$ cat config.mk
export PLATFORM = sky130hd
export DESIGN_NAME = three_level_feedback_queue_scheduler_core
export DESIGN_NICKNAME = d
export VERILOG_FILES = /design/src/sv/tfq_pkg.sv /design/src/sv/tfq_front.sv /design/src/sv/tfq_back.sv /design/src/sv/three_level_feedback_queue_scheduler_core.sv
export SDC_FILE = /design/constraint.sdc
export NUM_CORES = 2
export LEC_CHECK = 0
export BUFFER_PORTS_ARGS = -buffer_cell sky130_fd_sc_hd__buf_2
export CAP_MARGIN = 15
export CELL_PAD_IN_SITES_DETAIL_PLACEMENT = 1
export CELL_PAD_IN_SITES_GLOBAL_PLACEMENT = 1
export CORE_ASPECT_RATIO = 1.25
export CORE_MARGIN = 2
export CORE_UTILIZATION = 50
export CTS_CLUSTER_SIZE = 8
export DETAILED_ROUTE_END_ITERATION = 8
export PLACE_DENSITY_LB_ADDON = 0.15
export SLEW_MARGIN = 20
export SYNTH_ARGS = -nofsm -noshare
export SYNTH_HDL_FRONTEND = slang
export SYNTH_HIERARCHICAL = 1
export SYNTH_SLANG_ARGS = --single-unit
$ cat constraint.sdc
create_clock -name clock -period 12.21 [get_ports clock]
set_input_delay 1.221 -clock clock [delete_from_list [all_inputs] [get_ports clock]]
set_output_delay 1.221 -clock clock [all_outputs]
set_load 0.01 [all_outputs]
$ cat src/sv/tfq_pkg.sv
// ============================================================================
// tfq_pkg
// Shared types and constants of the three-level feedback queue scheduler.
// ============================================================================
package tfq_pkg;

   localparam int ID_W          = 6;
   localparam int ID_SPACE      = 64;
   localparam int CNT_W         = 7;
   localparam int USED_W        = 9;
   localparam int CHG_W         = 8;
   localparam int SLICE_W       = 8;
   localparam int PERIOD_W      = 10;
   localparam int LVL_W         = 2;
   localparam int NUM_LEVELS    = 3;
   localparam int DEF_MAX_TASKS = 64;

   localparam logic [USED_W-1:0]   USED_MAX      = '1;
   localparam logic [SLICE_W-1:0]  SLICE_RESET   = SLICE_W'(8);
   localparam logic [PERIOD_W-1:0] PERIOD_RESET  = PERIOD_W'(20);

   // Register indexes of the configuration port.
   localparam logic REG_TIME_SLICE   = 1'b0;
   localparam logic REG_BOOST_PERIOD = 1'b1;

   typedef enum logic [1:0] {
      OP_ADD  = 2'd0,
      OP_KILL = 2'd1,
      OP_SET  = 2'd2,
      OP_PICK = 2'd3
   } op_type;

   typedef logic [1:0] status_type;
   localparam status_type ST_OK      = 2'd0;
   localparam status_type ST_FULL    = 2'd1;
   localparam status_type ST_UNKNOWN = 2'd2;

   typedef struct packed {
      logic [1:0]       opcode;
      logic [ID_W-1:0]  task_id;
      logic [CHG_W-1:0] charge;
      logic             active_flag;
      logic             spawn_room;
   } req_item_type;

   typedef struct packed {
      logic             picked_valid;
      logic [ID_W-1:0]  picked_id;
      logic [LVL_W-1:0] picked_level;
      logic [CNT_W-1:0] task_total;
      status_type       status;
   } rsp_item_type;

   // Classified command handed from the front end to the engine.
   typedef struct packed {
      op_type           op;
      logic [ID_W-1:0]  id;
      logic [CHG_W-1:0] charge;
      logic             act;
      logic             room;
   } cmd_type;

   typedef struct packed {
      logic [SLICE_W-1:0]  time_slice;
      logic [PERIOD_W-1:0] boost_period;
   } cfg_type;

endpackage

$ cat src/sv/tfq_front.sv
// ============================================================================
// tfq_front
// Accepts command beats, classifies them and holds them in a two-entry queue
// for the scheduling engine.
// ============================================================================
module tfq_front
   import tfq_pkg::*;
(
   input  logic         clock,
   input  logic         reset,
   input  logic         start,
   output logic         busy,
   input  req_item_type req_item,
   output logic         q_valid,
   output cmd_type      q_cmd,
   input  logic         q_take
);

   cmd_type    q_ff [2];
   cmd_type    cmd_in;
   logic       wr_ptr_ff, wr_ptr_in;
   logic       rd_ptr_ff, rd_ptr_in;
   logic [1:0] cnt_ff, cnt_in;
   logic       push;
   logic       pop;

   // Classify the incoming beat into a command.
   always_comb begin
      cmd_in.op     = op_type'(req_item.opcode);
      cmd_in.id     = req_item.task_id;
      cmd_in.charge = req_item.charge;
      cmd_in.act    = req_item.active_flag;
      cmd_in.room   = req_item.spawn_room;
   end

   assign busy    = (cnt_ff == 2'd2);
   assign push    = start && !busy;
   assign q_valid = (cnt_ff != 2'd0);
   assign pop     = q_take && q_valid;
   assign q_cmd   = q_ff[rd_ptr_ff];

   // Queue pointers and fill level.
   always_comb begin
      wr_ptr_in = push ? !wr_ptr_ff : wr_ptr_ff;
      rd_ptr_in = pop ? !rd_ptr_ff : rd_ptr_ff;
      cnt_in    = cnt_ff + {1'b0, push} - {1'b0, pop};
   end

   always_ff @(posedge clock) begin
      if (reset) begin
         wr_ptr_ff <= 1'b0;
         rd_ptr_ff <= 1'b0;
         cnt_ff    <= 2'd0;
      end else begin
         wr_ptr_ff <= wr_ptr_in;
         rd_ptr_ff <= rd_ptr_in;
         cnt_ff    <= cnt_in;
      end
   end

   // Queue storage needs no reset.
   always_ff @(posedge clock) begin
      if (push) begin
         q_ff[wr_ptr_ff] <= cmd_in;
      end
   end

endmodule

$ cat src/sv/tfq_back.sv
// ============================================================================
// tfq_back
// Scheduling engine: keeps the three linked task queues and carries out add,
// kill, set-active and the multi-pass pick, one queue element at a time.
// ============================================================================
module tfq_back
   import tfq_pkg::*;
#(
   parameter int MAX_TASKS = DEF_MAX_TASKS
)
(
   input  logic         clock,
   input  logic         reset,
   input  cfg_type      cfg,
   input  logic         q_valid,
   input  cmd_type      q_cmd,
   output logic         q_take,
   output logic         rsp_valid,
   output rsp_item_type rsp_item
);

   localparam int CAP = (MAX_TASKS < ID_SPACE) ? MAX_TASKS : ID_SPACE;

   typedef enum logic [5:0] {
      S_IDLE = 6'b000001,
      S_EXEC = 6'b000010,
      S_INIT = 6'b000100,
      S_RD   = 6'b001000,
      S_EX   = 6'b010000,
      S_DONE = 6'b100000
   } state_type;

   typedef enum logic [9:0] {
      PH_PURGE0 = 10'b0000000001,
      PH_PURGE1 = 10'b0000000010,
      PH_PURGE2 = 10'b0000000100,
      PH_BOOST1 = 10'b0000001000,
      PH_BOOST2 = 10'b0000010000,
      PH_DEM1   = 10'b0000100000,
      PH_DEM0   = 10'b0001000000,
      PH_ROT0   = 10'b0010000000,
      PH_ROT1   = 10'b0100000000,
      PH_ROT2   = 10'b1000000000
   } phase_type;

   state_type           state_ff, state_in;
   phase_type           phase_ff, phase_in, phase_nxt;
   cmd_type             cmd_ff, cmd_in;
   logic [CNT_W-1:0]    n_ff, n_in;
   logic [ID_W-1:0]     cur_ff, cur_in;
   logic [ID_W-1:0]     head_ff [NUM_LEVELS];
   logic [ID_W-1:0]     head_in [NUM_LEVELS];
   logic [ID_W-1:0]     tail_ff [NUM_LEVELS];
   logic [ID_W-1:0]     tail_in [NUM_LEVELS];
   logic [CNT_W-1:0]    count_ff [NUM_LEVELS];
   logic [CNT_W-1:0]    count_in [NUM_LEVELS];
   logic [ID_SPACE-1:0] present_ff, present_in;
   logic [ID_SPACE-1:0] alive_ff, alive_in;
   logic [ID_SPACE-1:0] active_ff, active_in;
   logic [PERIOD_W-1:0] pick_cnt_ff, pick_cnt_in;
   rsp_item_type        res_ff, res_in;

   // Per-task memories with registered reads.
   logic [ID_W-1:0]   link_mem [ID_SPACE];
   logic [USED_W-1:0] used_mem [ID_SPACE];
   logic [CHG_W-1:0]  chg_mem  [ID_SPACE];
   logic [ID_W-1:0]   link_rd;
   logic [USED_W-1:0] used_rd;
   logic [CHG_W-1:0]  chg_rd;
   logic [ID_W-1:0]   rd_addr;
   logic              lw_en, uw_en, cw_en;
   logic [ID_W-1:0]   lw_addr, lw_data, uw_addr, cw_addr;
   logic [USED_W-1:0] uw_data;
   logic [CHG_W-1:0]  cw_data;

   logic [LVL_W-1:0]  src_lv, dst_lv;
   logic              pop_en, push_en;
   logic [LVL_W-1:0]  push_lv;
   logic [ID_W-1:0]   push_id;
   logic [CNT_W-1:0]  total;
   logic [CNT_W-1:0]  n_dec;
   logic              pass_end;
   logic [USED_W:0]   used_sum;

   assign total    = count_ff[0] + count_ff[1] + count_ff[2];
   assign rd_addr  = head_ff[src_lv];
   assign used_sum = {1'b0, used_rd} + {2'b00, chg_rd};
   assign n_dec    = n_ff - CNT_W'(1);

   // Source and destination level of each pass, and the pass that follows.
   always_comb begin
      src_lv    = 2'd0;
      dst_lv    = 2'd0;
      phase_nxt = PH_PURGE0;
      unique case (phase_ff)
         PH_PURGE0: begin src_lv = 2'd0; dst_lv = 2'd0; phase_nxt = PH_PURGE1; end
         PH_PURGE1: begin src_lv = 2'd1; dst_lv = 2'd1; phase_nxt = PH_PURGE2; end
         PH_PURGE2: begin src_lv = 2'd2; dst_lv = 2'd2; phase_nxt = PH_BOOST1; end
         PH_BOOST1: begin src_lv = 2'd1; dst_lv = 2'd0; phase_nxt = PH_BOOST2; end
         PH_BOOST2: begin src_lv = 2'd2; dst_lv = 2'd0; phase_nxt = PH_DEM1;   end
         PH_DEM1:   begin src_lv = 2'd1; dst_lv = 2'd2; phase_nxt = PH_DEM0;   end
         PH_DEM0:   begin src_lv = 2'd0; dst_lv = 2'd1; phase_nxt = PH_ROT0;   end
         PH_ROT0:   begin src_lv = 2'd0; dst_lv = 2'd0; phase_nxt = PH_ROT1;   end
         PH_ROT1:   begin src_lv = 2'd1; dst_lv = 2'd1; phase_nxt = PH_ROT2;   end
         PH_ROT2:   begin src_lv = 2'd2; dst_lv = 2'd2; phase_nxt = PH_ROT2;   end
         default:   begin src_lv = 2'd0; dst_lv = 2'd0; phase_nxt = PH_PURGE0; end
      endcase
   end

   // Engine sequencing and queue updates.
   always_comb begin
      state_in    = state_ff;
      phase_in    = phase_ff;
      cmd_in      = cmd_ff;
      n_in        = n_ff;
      cur_in      = cur_ff;
      head_in     = head_ff;
      tail_in     = tail_ff;
      count_in    = count_ff;
      present_in  = present_ff;
      alive_in    = alive_ff;
      active_in   = active_ff;
      pick_cnt_in = pick_cnt_ff;
      res_in      = res_ff;
      q_take      = 1'b0;
      lw_en       = 1'b0;
      lw_addr     = '0;
      lw_data     = '0;
      uw_en       = 1'b0;
      uw_addr     = cur_ff;
      uw_data     = '0;
      cw_en       = 1'b0;
      cw_addr     = cmd_ff.id;
      cw_data     = cmd_ff.charge;
      pop_en      = 1'b0;
      push_en     = 1'b0;
      push_lv     = dst_lv;
      push_id     = cur_ff;
      pass_end    = 1'b0;

      unique case (state_ff)
         S_IDLE: begin
            if (q_valid) begin
               q_take   = 1'b1;
               cmd_in   = q_cmd;
               state_in = S_EXEC;
            end
         end

         S_EXEC: begin
            res_in = '0;
            unique case (cmd_ff.op)
               OP_ADD: begin
                  if (present_ff[cmd_ff.id] || (total >= CNT_W'(CAP))) begin
                     res_in.status = ST_FULL;
                  end else begin
                     present_in[cmd_ff.id] = 1'b1;
                     alive_in[cmd_ff.id]   = 1'b1;
                     active_in[cmd_ff.id]  = cmd_ff.act;
                     cw_en   = 1'b1;
                     uw_en   = 1'b1;
                     uw_addr = cmd_ff.id;
                     push_en = 1'b1;
                     push_lv = 2'd0;
                     push_id = cmd_ff.id;
                  end
                  state_in = S_DONE;
               end
               OP_KILL: begin
                  if (!present_ff[cmd_ff.id]) begin
                     res_in.status = ST_UNKNOWN;
                  end else begin
                     alive_in[cmd_ff.id] = 1'b0;
                  end
                  state_in = S_DONE;
               end
               OP_SET: begin
                  if (!present_ff[cmd_ff.id]) begin
                     res_in.status = ST_UNKNOWN;
                  end else begin
                     active_in[cmd_ff.id] = cmd_ff.act;
                  end
                  state_in = S_DONE;
               end
               OP_PICK: begin
                  phase_in = PH_PURGE0;
                  state_in = S_INIT;
               end
               default: state_in = S_DONE;
            endcase
         end

         S_INIT: begin
            if ((phase_ff == PH_BOOST1) && (pick_cnt_ff < cfg.boost_period)) begin
               // No boost this pick: count it and go on to demotion.
               pick_cnt_in = pick_cnt_ff + PERIOD_W'(1);
               phase_in    = PH_DEM1;
            end else begin
               if (phase_ff == PH_BOOST1) begin
                  pick_cnt_in = PERIOD_W'(1);
               end
               n_in = count_ff[src_lv];
               if (count_ff[src_lv] == '0) begin
                  pass_end = 1'b1;
               end else begin
                  state_in = S_RD;
               end
            end
         end

         S_RD: begin
            cur_in   = head_ff[src_lv];
            state_in = S_EX;
         end

         S_EX: begin
            n_in = n_dec;
            if ((phase_ff == PH_PURGE0) || (phase_ff == PH_PURGE1) ||
                (phase_ff == PH_PURGE2)) begin
               pop_en = 1'b1;
               if (alive_ff[cur_ff]) begin
                  push_en = 1'b1;
               end else begin
                  present_in[cur_ff] = 1'b0;
                  alive_in[cur_ff]   = 1'b0;
                  active_in[cur_ff]  = 1'b0;
               end
               pass_end = (n_dec == '0);
            end else if ((phase_ff == PH_BOOST1) || (phase_ff == PH_BOOST2)) begin
               pop_en   = 1'b1;
               push_en  = 1'b1;
               uw_en    = 1'b1;
               pass_end = (n_dec == '0);
            end else if ((phase_ff == PH_DEM1) || (phase_ff == PH_DEM0)) begin
               if (used_rd >= {1'b0, cfg.time_slice}) begin
                  pop_en   = 1'b1;
                  push_en  = 1'b1;
                  uw_en    = 1'b1;
                  pass_end = (n_dec == '0);
               end else begin
                  pass_end = 1'b1;
               end
            end else begin
               // Rotation: move the head to the tail and test it.
               pop_en  = 1'b1;
               push_en = 1'b1;
               if (active_ff[cur_ff] || cmd_ff.room) begin
                  uw_en   = 1'b1;
                  uw_data = used_sum[USED_W] ? USED_MAX : used_sum[USED_W-1:0];
                  res_in.picked_valid = 1'b1;
                  res_in.picked_id    = cur_ff;
                  res_in.picked_level = src_lv;
                  state_in = S_DONE;
               end else begin
                  pass_end = (n_dec == '0);
               end
            end
            if (!pass_end && (state_in != S_DONE)) begin
               state_in = S_RD;
            end
         end

         S_DONE: begin
            state_in = S_IDLE;
         end

         default: state_in = S_IDLE;
      endcase

      // A finished pass moves to the next one, or ends the pick.
      if (pass_end) begin
         if (phase_ff == PH_ROT2) begin
            state_in = S_DONE;
         end else begin
            phase_in = phase_nxt;
            state_in = S_INIT;
         end
      end

      // Unlink the head of the source level.
      if (pop_en) begin
         head_in[src_lv]  = link_rd;
         count_in[src_lv] = count_ff[src_lv] - CNT_W'(1);
      end

      // Append an element to the tail of a level.
      if (push_en) begin
         if (count_in[push_lv] == '0) begin
            head_in[push_lv] = push_id;
         end else begin
            lw_en   = 1'b1;
            lw_addr = tail_in[push_lv];
            lw_data = push_id;
         end
         tail_in[push_lv]  = push_id;
         count_in[push_lv] = count_in[push_lv] + CNT_W'(1);
      end
   end

   always_ff @(posedge clock) begin
      if (reset) begin
         state_ff    <= S_IDLE;
         phase_ff    <= PH_PURGE0;
         head_ff     <= '{default: '0};
         tail_ff     <= '{default: '0};
         count_ff    <= '{default: '0};
         present_ff  <= '0;
         alive_ff    <= '0;
         active_ff   <= '0;
         pick_cnt_ff <= '0;
      end else begin
         state_ff    <= state_in;
         phase_ff    <= phase_in;
         head_ff     <= head_in;
         tail_ff     <= tail_in;
         count_ff    <= count_in;
         present_ff  <= present_in;
         alive_ff    <= alive_in;
         active_ff   <= active_in;
         pick_cnt_ff <= pick_cnt_in;
      end
   end

   // Datapath registers need no reset.
   always_ff @(posedge clock) begin
      cmd_ff <= cmd_in;
      n_ff   <= n_in;
      cur_ff <= cur_in;
      res_ff <= res_in;
   end

   // Task memories: one write port and one registered read port each.
   always_ff @(posedge clock) begin
      if (lw_en) begin
         link_mem[lw_addr] <= lw_data;
      end
      if (uw_en) begin
         used_mem[uw_addr] <= uw_data;
      end
      if (cw_en) begin
         chg_mem[cw_addr] <= cw_data;
      end
      link_rd <= link_mem[rd_addr];
      used_rd <= used_mem[rd_addr];
      chg_rd  <= chg_mem[rd_addr];
   end

   // Result beat.
   assign rsp_valid = (state_ff == S_DONE);
   always_comb begin
      rsp_item            = res_ff;
      rsp_item.task_total = total;
   end

endmodule

$ cat src/sv/three_level_feedback_queue_scheduler_core.sv
// ============================================================================
// three_level_feedback_queue_scheduler_core
// Three-level feedback queue scheduler with a command front end, a two-entry
// command queue and a list-walking scheduling engine.
//
//   channel   ports                          beat taken when
//   --------  -----------------------------  -------------------------------
//   request   start, busy, req_item          start high and busy low
//   response  rsp_valid, rsp_item            rsp_valid high (one cycle)
//   config    psel, penable, pwrite, paddr,  psel, penable, pwrite, pready
//             pwdata, prdata, pready
//
// Add, kill and set-active pass through the engine's execute and done
// states. A pick starts six to ten passes, each with a set-up state, and
// reads the queue elements of its purge, boost, demotion and rotation
// passes, up to five times MAX_TASKS; each element costs a memory read and
// an update. Reset is synchronous and leaves all queues empty.
// Up to two commands wait in the queue; busy rises when it is full. The
// receiver cannot stall the response.
// ============================================================================
module three_level_feedback_queue_scheduler_core
   import tfq_pkg::*;
#(
   parameter int MAX_TASKS = DEF_MAX_TASKS
)
(
   input  logic         clock,
   input  logic         reset,
   input  logic         start,
   output logic         busy,
   input  req_item_type req_item,
   output logic         rsp_valid,
   output rsp_item_type rsp_item,
   input  logic         psel,
   input  logic         penable,
   input  logic         pwrite,
   input  logic [2:0]   paddr,
   input  logic [31:0]  pwdata,
   output logic [31:0]  prdata,
   output logic         pready
);

   localparam int CAP = (MAX_TASKS < ID_SPACE) ? MAX_TASKS : ID_SPACE;

   logic [SLICE_W-1:0]  time_slice_ff, time_slice_in;
   logic [PERIOD_W-1:0] boost_period_ff, boost_period_in;
   logic                wr_beat;
   cfg_type             cfg;
   logic                q_valid;
   cmd_type             q_cmd;
   logic                q_take;

   // Configuration registers.
   assign pready  = 1'b1;
   assign wr_beat = psel && penable && pwrite && pready;

   always_comb begin
      time_slice_in   = time_slice_ff;
      boost_period_in = boost_period_ff;
      if (wr_beat) begin
         case (paddr[2])
            REG_TIME_SLICE:   time_slice_in   = pwdata[SLICE_W-1:0];
            REG_BOOST_PERIOD: boost_period_in = pwdata[PERIOD_W-1:0];
            default:          time_slice_in   = time_slice_ff;
         endcase
      end
   end

   always_ff @(posedge clock) begin
      if (reset) begin
         time_slice_ff   <= SLICE_RESET;
         boost_period_ff <= PERIOD_RESET;
      end else begin
         time_slice_ff   <= time_slice_in;
         boost_period_ff <= boost_period_in;
      end
   end

   assign prdata = (paddr[2] == REG_BOOST_PERIOD) ? {22'd0, boost_period_ff}
                                                  : {24'd0, time_slice_ff};

   assign cfg.time_slice   = time_slice_ff;
   assign cfg.boost_period = boost_period_ff;

   // Front end and command queue.
   tfq_front u_front (
      .clock    (clock),
      .reset    (reset),
      .start    (start),
      .busy     (busy),
      .req_item (req_item),
      .q_valid  (q_valid),
      .q_cmd    (q_cmd),
      .q_take   (q_take)
   );

   // Scheduling engine.
   tfq_back #(
      .MAX_TASKS (MAX_TASKS)
   ) u_back (
      .clock     (clock),
      .reset     (reset),
      .cfg       (cfg),
      .q_valid   (q_valid),
      .q_cmd     (q_cmd),
      .q_take    (q_take),
      .rsp_valid (rsp_valid),
      .rsp_item  (rsp_item)
   );

   // Two result beats never come back to back.
   a_rsp_gap: assert property (@(posedge clock) disable iff (reset)
      rsp_valid |=> !rsp_valid)
      else $error("two result beats in a row");

   // A chosen task always comes with an ok status.
   a_pick_ok: assert property (@(posedge clock) disable iff (reset)
      (rsp_valid && rsp_item.picked_valid) |-> (rsp_item.status == ST_OK))
      else $error("picked task with error status");

   // The store never holds more tasks than its capacity.
   a_total_cap: assert property (@(posedge clock) disable iff (reset)
      rsp_valid |-> (rsp_item.task_total <= CNT_W'(CAP)))
      else $error("task total above capacity");

endmodule

Word level (Yosys, flattened, before mapping)
Memories as Yosys holds them, arrays and structs flattened. A register that Yosys moved wholly into a read port is not among the register bits. Index checks and enable logic that the tools add are counted.

Add/sub/neg operators: 9. $mul: 0. Divide/modulo/power cells: 0. Order comparisons: 11. Equal/unequal tests: 38. Shift-type cells: 0. Mux-type cells: 145. Bitwise operators: 11. Reduce and logical (&&, ||, !) cells: 44.

Operators with widths (count): 64-bit 2-to-1 mux (12); 64-bit one-hot mux with 2 select lines (5); 64-bit bitwise AND (4); 6-bit 2-to-1 mux (24); 64-bit NOT (2); 64-bit OR (2); 9-bit 2-to-1 mux (10); 10-bit one-hot mux with 9 select lines (1); 10-bit 2-to-1 mux (7); 64-bit bitwise mux (1); 18-bit bitwise mux (3); 18-bit 2-to-1 mux (3); 7-bit 2-to-1 mux (7); 21-bit bitwise mux (2); 21-bit 2-to-1 mux (2); 1-bit 2-to-1 mux (40); 6-bit one-hot mux with 5 select lines (1); 7-bit binary-select mux with 2-bit select (2); 7-bit demux with 2-bit select (2); 6-bit binary-select mux with 2-bit select (2); 6-bit demux with 2-bit select (2); 7-bit zero test (3); 10-bit one-hot mux with 2 select lines (1); 1-bit binary-select mux with 6-bit select (3); other kinds (58) (117).

Bits in registers: 321. Bits in latches: 0. Memory bits (writable): 1508. ROM bits: 0. Bits of input ports: 59. Output and inout bits: 53. Memories kept: 4.

Memories: u_back.used_mem (depth 64, width 9, rd ports 1, clocked after Yosys merged registers in 1, write ports 1, RTL line tfq_back.sv:65) `logic [USED_W-1:0] used_mem [ID_SPACE];`; u_back.chg_mem (depth 64, width 8, rd ports 1, clocked after Yosys merged registers in 1, write ports 1, RTL line tfq_back.sv:66) `logic [CHG_W-1:0] chg_mem [ID_SPACE];`; u_back.link_mem (depth 64, width 6, rd ports 1, clocked after Yosys merged registers in 1, write ports 1, RTL line tfq_back.sv:64) `logic [ID_W-1:0] link_mem [ID_SPACE];`; u_front.q_ff (depth 2, width 18, rd ports 1, clocked after Yosys merged registers in 1, write ports 1, RTL line tfq_front.sv:19) `cmd_type q_ff [2];`.

Depth between registers and ports, before layout
Depth in word-level cells: 18. Gate-level depth with buffers: 19. Mapped depth without buffers: 16.

By module
Netlist, hierarchy kept.

By module, submodules not included: tfq_back (instances 1, cells each 6952, area each 77360.4 um2); tfq_front (instances 1, cells each 82, area each 1535.2 um2); three_level_feedback_queue_scheduler_core (instances 1, cells each 111, area each 1068.5 um2).

Worst setup path before layout
No wires, ideal clock.

Path kind: flip-flop to flip-flop. Start point: register u_back.cur_ff[0]. End point: memory u_back.used_mem[0][8], data pin. Library setup time: 767 ps. Arrival: 5260 ps. Data required time: 11443 ps. Slack: 6183 ps. Cell stages (with the launch flop): 14. Path buffers: 5. Period minus slack after synthesis: 6027 ps. Cell sequence: edfxtp_1 -> buf_2 -> buf_2 -> buf_1 -> buf_2 -> mux2_2 -> a221oi_1 -> o22a_1 -> o22ai_1 -> a2111oi_0 -> nor3_1 -> nand2_1 -> clkbuf_1 -> a311oi_1.

Longest elaborated chain between the ends: 8.

Ends and longest elaborated chain: start, declared (RTL line tfq_back.sv:50) `logic [ID_W-1:0] cur_ff, cur_in;`; start signal, assigned (RTL line tfq_back.sv:328) `cur_ff <= cur_in;`; 1-bit binary-select mux with 6-bit select (RTL line tfq_back.sv:247) `if (active_ff[cur_ff] || cmd_ff.room) begin`; 1-bit 2-to-1 mux (not written as such) (RTL line tfq_back.sv:247); 1-bit logical OR (RTL line tfq_back.sv:247); 9-bit 2-to-1 mux (RTL line tfq_back.sv:247); 9-bit 2-to-1 mux (RTL line tfq_back.sv:234) `end else if ((phase_ff == PH_DEM1) || (phase_ff == PH_DEM0)) begin`; 9-bit 2-to-1 mux (RTL line tfq_back.sv:229) `end else if ((phase_ff == PH_BOOST1) || (phase_ff == PH_BOOST2)) begin`; 9-bit 2-to-1 mux (RTL line tfq_back.sv:218) `if ((phase_ff == PH_PURGE0) || (phase_ff == PH_PURGE1) ||`; 9-bit 2-to-1 mux (RTL line tfq_back.sv:141) `unique case (state_ff)`; via u_back.uw_data[8] (RTL line tfq_back.sv:73) `logic [USED_W-1:0] uw_data;`; end, declared (RTL line tfq_back.sv:65).

The timed path passes the listed nets, and every way through them passes these cells. The select of a mux whose other input is x is not followed.

Worst setup path in the final report
Start point: register u_back.phase_ff[5]. End point: memory u_back.link_mem[37][2], data pin.

Longest elaborated chain between the ends: 16. Elaborated cells between the ends (all ways): 47.

Ends and longest elaborated chain: start, declared (RTL line tfq_back.sv:47) `phase_type phase_ff, phase_in, phase_nxt;`; start signal, assigned (RTL line tfq_back.sv:313) `phase_ff <= phase_in;`; 10-bit by 9-bit equality test with 1-bit output (tied with other cells) (RTL line tfq_back.sv:95) `unique case (phase_ff)`; 4-bit OR reduction (no source line) / 3-bit OR reduction (equally long branches); 2-bit one-hot mux with 2 select lines (RTL line tfq_back.sv:95); 2-bit NOT with 3-bit output (not written as such) (RTL line tfq_back.sv:283) `count_in[src_lv] = count_ff[src_lv] - CNT_W'(1);`; 7-bit binary-select mux with 2-bit select (tied with other cells) (RTL line tfq_back.sv:283); 7-bit 2-to-1 mux (not written as such) / 1-bit logical AND (equally long branches) (RTL line tfq_back.sv:283); 7-bit 2-to-1 mux (not written as such) (RTL line tfq_back.sv:283); 7-bit by 1-bit subtractor with 7-bit output / 7-bit demux with 2-bit select (equally long branches) (RTL line tfq_back.sv:283); 21-bit bitwise mux (RTL line tfq_back.sv:283); 21-bit 2-to-1 mux (RTL line tfq_back.sv:281) `if (pop_en) begin`; 7-bit binary-select mux with 2-bit select (RTL line tfq_back.sv:288) `if (count_in[push_lv] == '0) begin`; 7-bit 2-to-1 mux (not written as such) (2 in series) (RTL line tfq_back.sv:288); 7-bit zero test (RTL line tfq_back.sv:288); 6-bit 2-to-1 mux (RTL line tfq_back.sv:288); 6-bit 2-to-1 mux (*) (RTL line tfq_back.sv:287) `if (push_en) begin`; via u_back.lw_data[2] (RTL line tfq_back.sv:72) `logic [ID_W-1:0] lw_addr, lw_data, uw_addr, cw_addr;`; end, declared (RTL line tfq_back.sv:64).

The timed path passes the listed nets; every way through them passes the cells marked *. The select of a mux whose other input is x is not followed.

==> results_dict.tcl <==
set metrics [dict create \
    worstSetupPathType "flop to flop" \
    rsz0062_at_grt "false" \
    combPwrFrac_pct 5.7 \
    finClkSkew_ns 0.0495 \
    clockRootBuffer "clkbuf_16" \
    ant_nets 0 \
    wirelength_mm 250 \
    synth.distinct_cells 98 \
    wl_per_cell_um 27.0 \
    clkSlewWorstSetupHoldPaths_ns 0.05 \
    gp_congestion 0.878 \
    worstMarginPinSlew_ns 1.14 \
    vias_per_cell 6.28 \
    io_buffers 64 \
    dieArea_sq_um 163000 \
    first_iter_violations 5322 \
    grt_pass1_wl_mm 377 \
    start_kind "flop" \
    post-synth-top-area-fraction_pct 58.2 \
    synth-async-reset-ratio_pct 0 \
    peakVddDrop_v 0.000156 \
    synth_common_cells "nand2_1, edfxtp_1, nand3_1, clkbuf_1, a21oi_1" \
    critPathArrivalTime_ns 7.92 \
    first_pass_iters 5 \
    pwr-share-clk_pct 45.9 \
    tritoncts "built" \
    synth_area_per_cell_sq_um 11.2 \
    hold_viol 0 \
    sequentialPowerShare_pct 48.4 \
    sw_frac_of_total_pct 22.6 \
    die_w_um 362 \
    cp_slowest_stage_delay_ns 0.81 \
    ios 112 \
    synth-edff-count 1550 \
    ctsLongestPathBuffers 4 \
    drv_slew 0 \
    layout_min_cycle_time_ns 7.35 \
    clk-insertion-delay-late_ns 0.91 \
    rows 164 \
    worstPathRequired_ns 12.79 \
    total_leakage_power_nw 31.6 \
    setup_violations 0 \
    crit_path_frequent_cell "buf_4" \
    post-cts-setup-buffers 0 \
    cp_max_fo 65 \
    dr_total_vias 58300 \
    drive_gt1_share_pct 8.96 \
    yosysSeqAreaShare_pct 66.2 \
    power_density_nw_per_um2 165 \
    worst-path-buf-inv 6 \
    crit_slowest_cell "buf_4" \
    p_sw_mw 3.36 \
    ff2ff_setup_slack_ns 4.86 \
    syn_to_final_growth_pct 12.5 \
    die_height_um 451 \
    cts_buffers 283 \
    cts.repair.resized 0 \
    cap_violations 0 \
    grt_max_degree 170 \
    setup_tns_ns 0 \
    route.detailed.drc 0 \
    synth_top_area_cell "edfxtp_1" \
    whs_ns 0.472 \
    nNetsFinal 7224 \
    finalCritPeriodShare_pct 60.2 \
    coreArea_sq_um 159000 \
    slew_headroom_pct 24.2 \
    synthTopCellsByArea "edfxtp_1, nand2_1, dfxtp_1" \
    yosys_most_used_dff "edfxtp_1" \
    synth_cells 7145 \
    syn-cell-area_sq_um 80000 \
    cts-htree-levels 5 \
    crit_chain "or4_1, nor3_4, or2_1, buf_4, o311ai_2, inv_2, ha_1, inv_1, a311oi_1, nand2_1, xnor2_1, o21ai_1, a222oi_1, buf_4, nand4_4, o31ai_4, buf_4, nor2_4, buf_4" \
    path_delay_family "simple AND/OR/NAND/NOR gates" \
    hp-class "flop to flop" \
    antenna_found_initial 3 \
    clkSinkCount 1871 \
    initial_core_util_pct 50.2 \
    fmax_mhz 136 \
    overflow 0 \
    yosysMostFrequentCell "nand2_1" \
    cts-hold-fix-buffers 0 \
    hpwl_mm 149 \
    ys_warn_count 6 \
    synth_seq_cells 1871 \
    grt_pass1_vias 61400 \
    grt_usage_pct 30.3 \
    status "finished, final reports clean" \
    intPower_mw 11.5 \
    endpoint_kind "flop" \
]
cell usage in the layout, fill, tap and decap left out, drive strengths merged, types with 199 or more instances in the layout:
master	count
nand2	1776
edfxtp	1550
nand3	767
clkbuf	366
a21oi	360
dfxtp	321
nor2	321
a311oi	256
o21ai	226
buf	199
kinds of logic (layout without fill, tap and decap cells):
| kind of cell | count (synthesis) | in the layout | share of synthesized area [%] |
|---|---|---|---|
| AOI/OAI and AO/OA | 1077 | 1077 | 8.79 |
| xor gates and xnor gates | 44 | 44 | 0.482 |
| adders and majority gates | 52 | 52 | 0.889 |
| buffers and inverters | 634 | 665 | 3.16 |
| DFF | 1871 | 1871 | 66.2 |
| muxes | 131 | 131 | 2.07 |
| other | 2 | 25 | 0.00939 |
| and+or+nand+nor | 3334 | 3334 | 18.4 |
worst reg2reg max path: cells and delay by family, from the launching register on:
family                     cells  cell delay [ns]
adders and majority gates      1             0.23
AOI/OAI and AO/OA              5             1.69
xor gates and xnor gates       1             0.25
buffers and inverters          6             2.05
and+or+nand+nor                6             2.30
DFF                            1             0.48
final timing paths:
path,from,cells after the start,end
min,u_back/active_ff[36]$_SDFFE_PP0P_,2,u_back/active_ff[36]$_SDFFE_PP0P_
min reg2reg,u_back/active_ff[36]$_SDFFE_PP0P_,2,u_back/active_ff[36]$_SDFFE_PP0P_
max reg2reg,u_back/phase_ff[5]$_SDFF_PP0_,19,u_back/link_mem[37][2]$_DFFE_PP_
max,u_back/phase_ff[5]$_SDFF_PP0_,19,u_back/link_mem[37][2]$_DFFE_PP_
cell type report:
type                       instances  area [sq um]
tap                             2075          2600
antenna                            2          5.00
clock inverter                     4          42.5
timing repair buffer             200          1450
inverter                          96           377
sequential                      1871         53000
clock buffer                     365          7500
multi-input combinational       4661         25000
fill                           16300         69200
per-layer routing:
| layer | up-vias | share of wire, % | track usage (%) | wire length, um |
|---|---|---|---|---|
| li1 | 25800 | - | - | - |
| met5 | - | 0 | 0 | 0 |
| met2 | 2104 | 51 | 52.4 | 127000 |
| met3 | 584 | 5.9 | 4.52 | 14700 |
| met4 | 0 | 4.8 | 15.1 | 12100 |
| met1 | 29800 | 38 | 37.1 | 96200 |
sequential cells by signal, indices dropped and copies added, names as in the netlist, 18 cells and up, named ones only:
name and count:
u_back/link_mem 384, u_back/chg_mem 512, u_front/q_ff 36, u_back/present_ff 64, u_back/count_ff 21, u_back/head_ff 18
u_back/tail_ff 18, u_back/used_mem 576, u_back/active_ff 64
metrics by stage:
stage	util (%)	setup slack (ns)	instance area, sq um	total power, mW	cells
2_1_floorplan	-	6.18	80000	7.77	7166
3_3_place_gp	51.7	4.92	82300	8.12	8901
3_5_place_dp	51.7	5.05	82400	8.16	8902
4_1_cts	56.5	5.02	89900	15.0	9271
5_1_grt	56.5	4.56	90000	15.3	9273
6_report	56.5	4.86	90000	14.9	9274
power groups by stage:
| stage | Clock [mW] | Sequential [mW] | Combinational [mW] |
|---|---|---|---|
| 6_report | 6.83 | 7.21 | 0.843 |
| 5_1_grt | 7.20 | 7.21 | 0.894 |
| 4_1_cts | 6.94 | 7.21 | 0.835 |
| 3_5_place_dp | 0 | 7.33 | 0.831 |
| 3_3_place_gp | 0 | 7.32 | 0.802 |
| 2_1_floorplan | 0 | 7.38 | 0.384 |
Power figures use the tool's default switching activity.
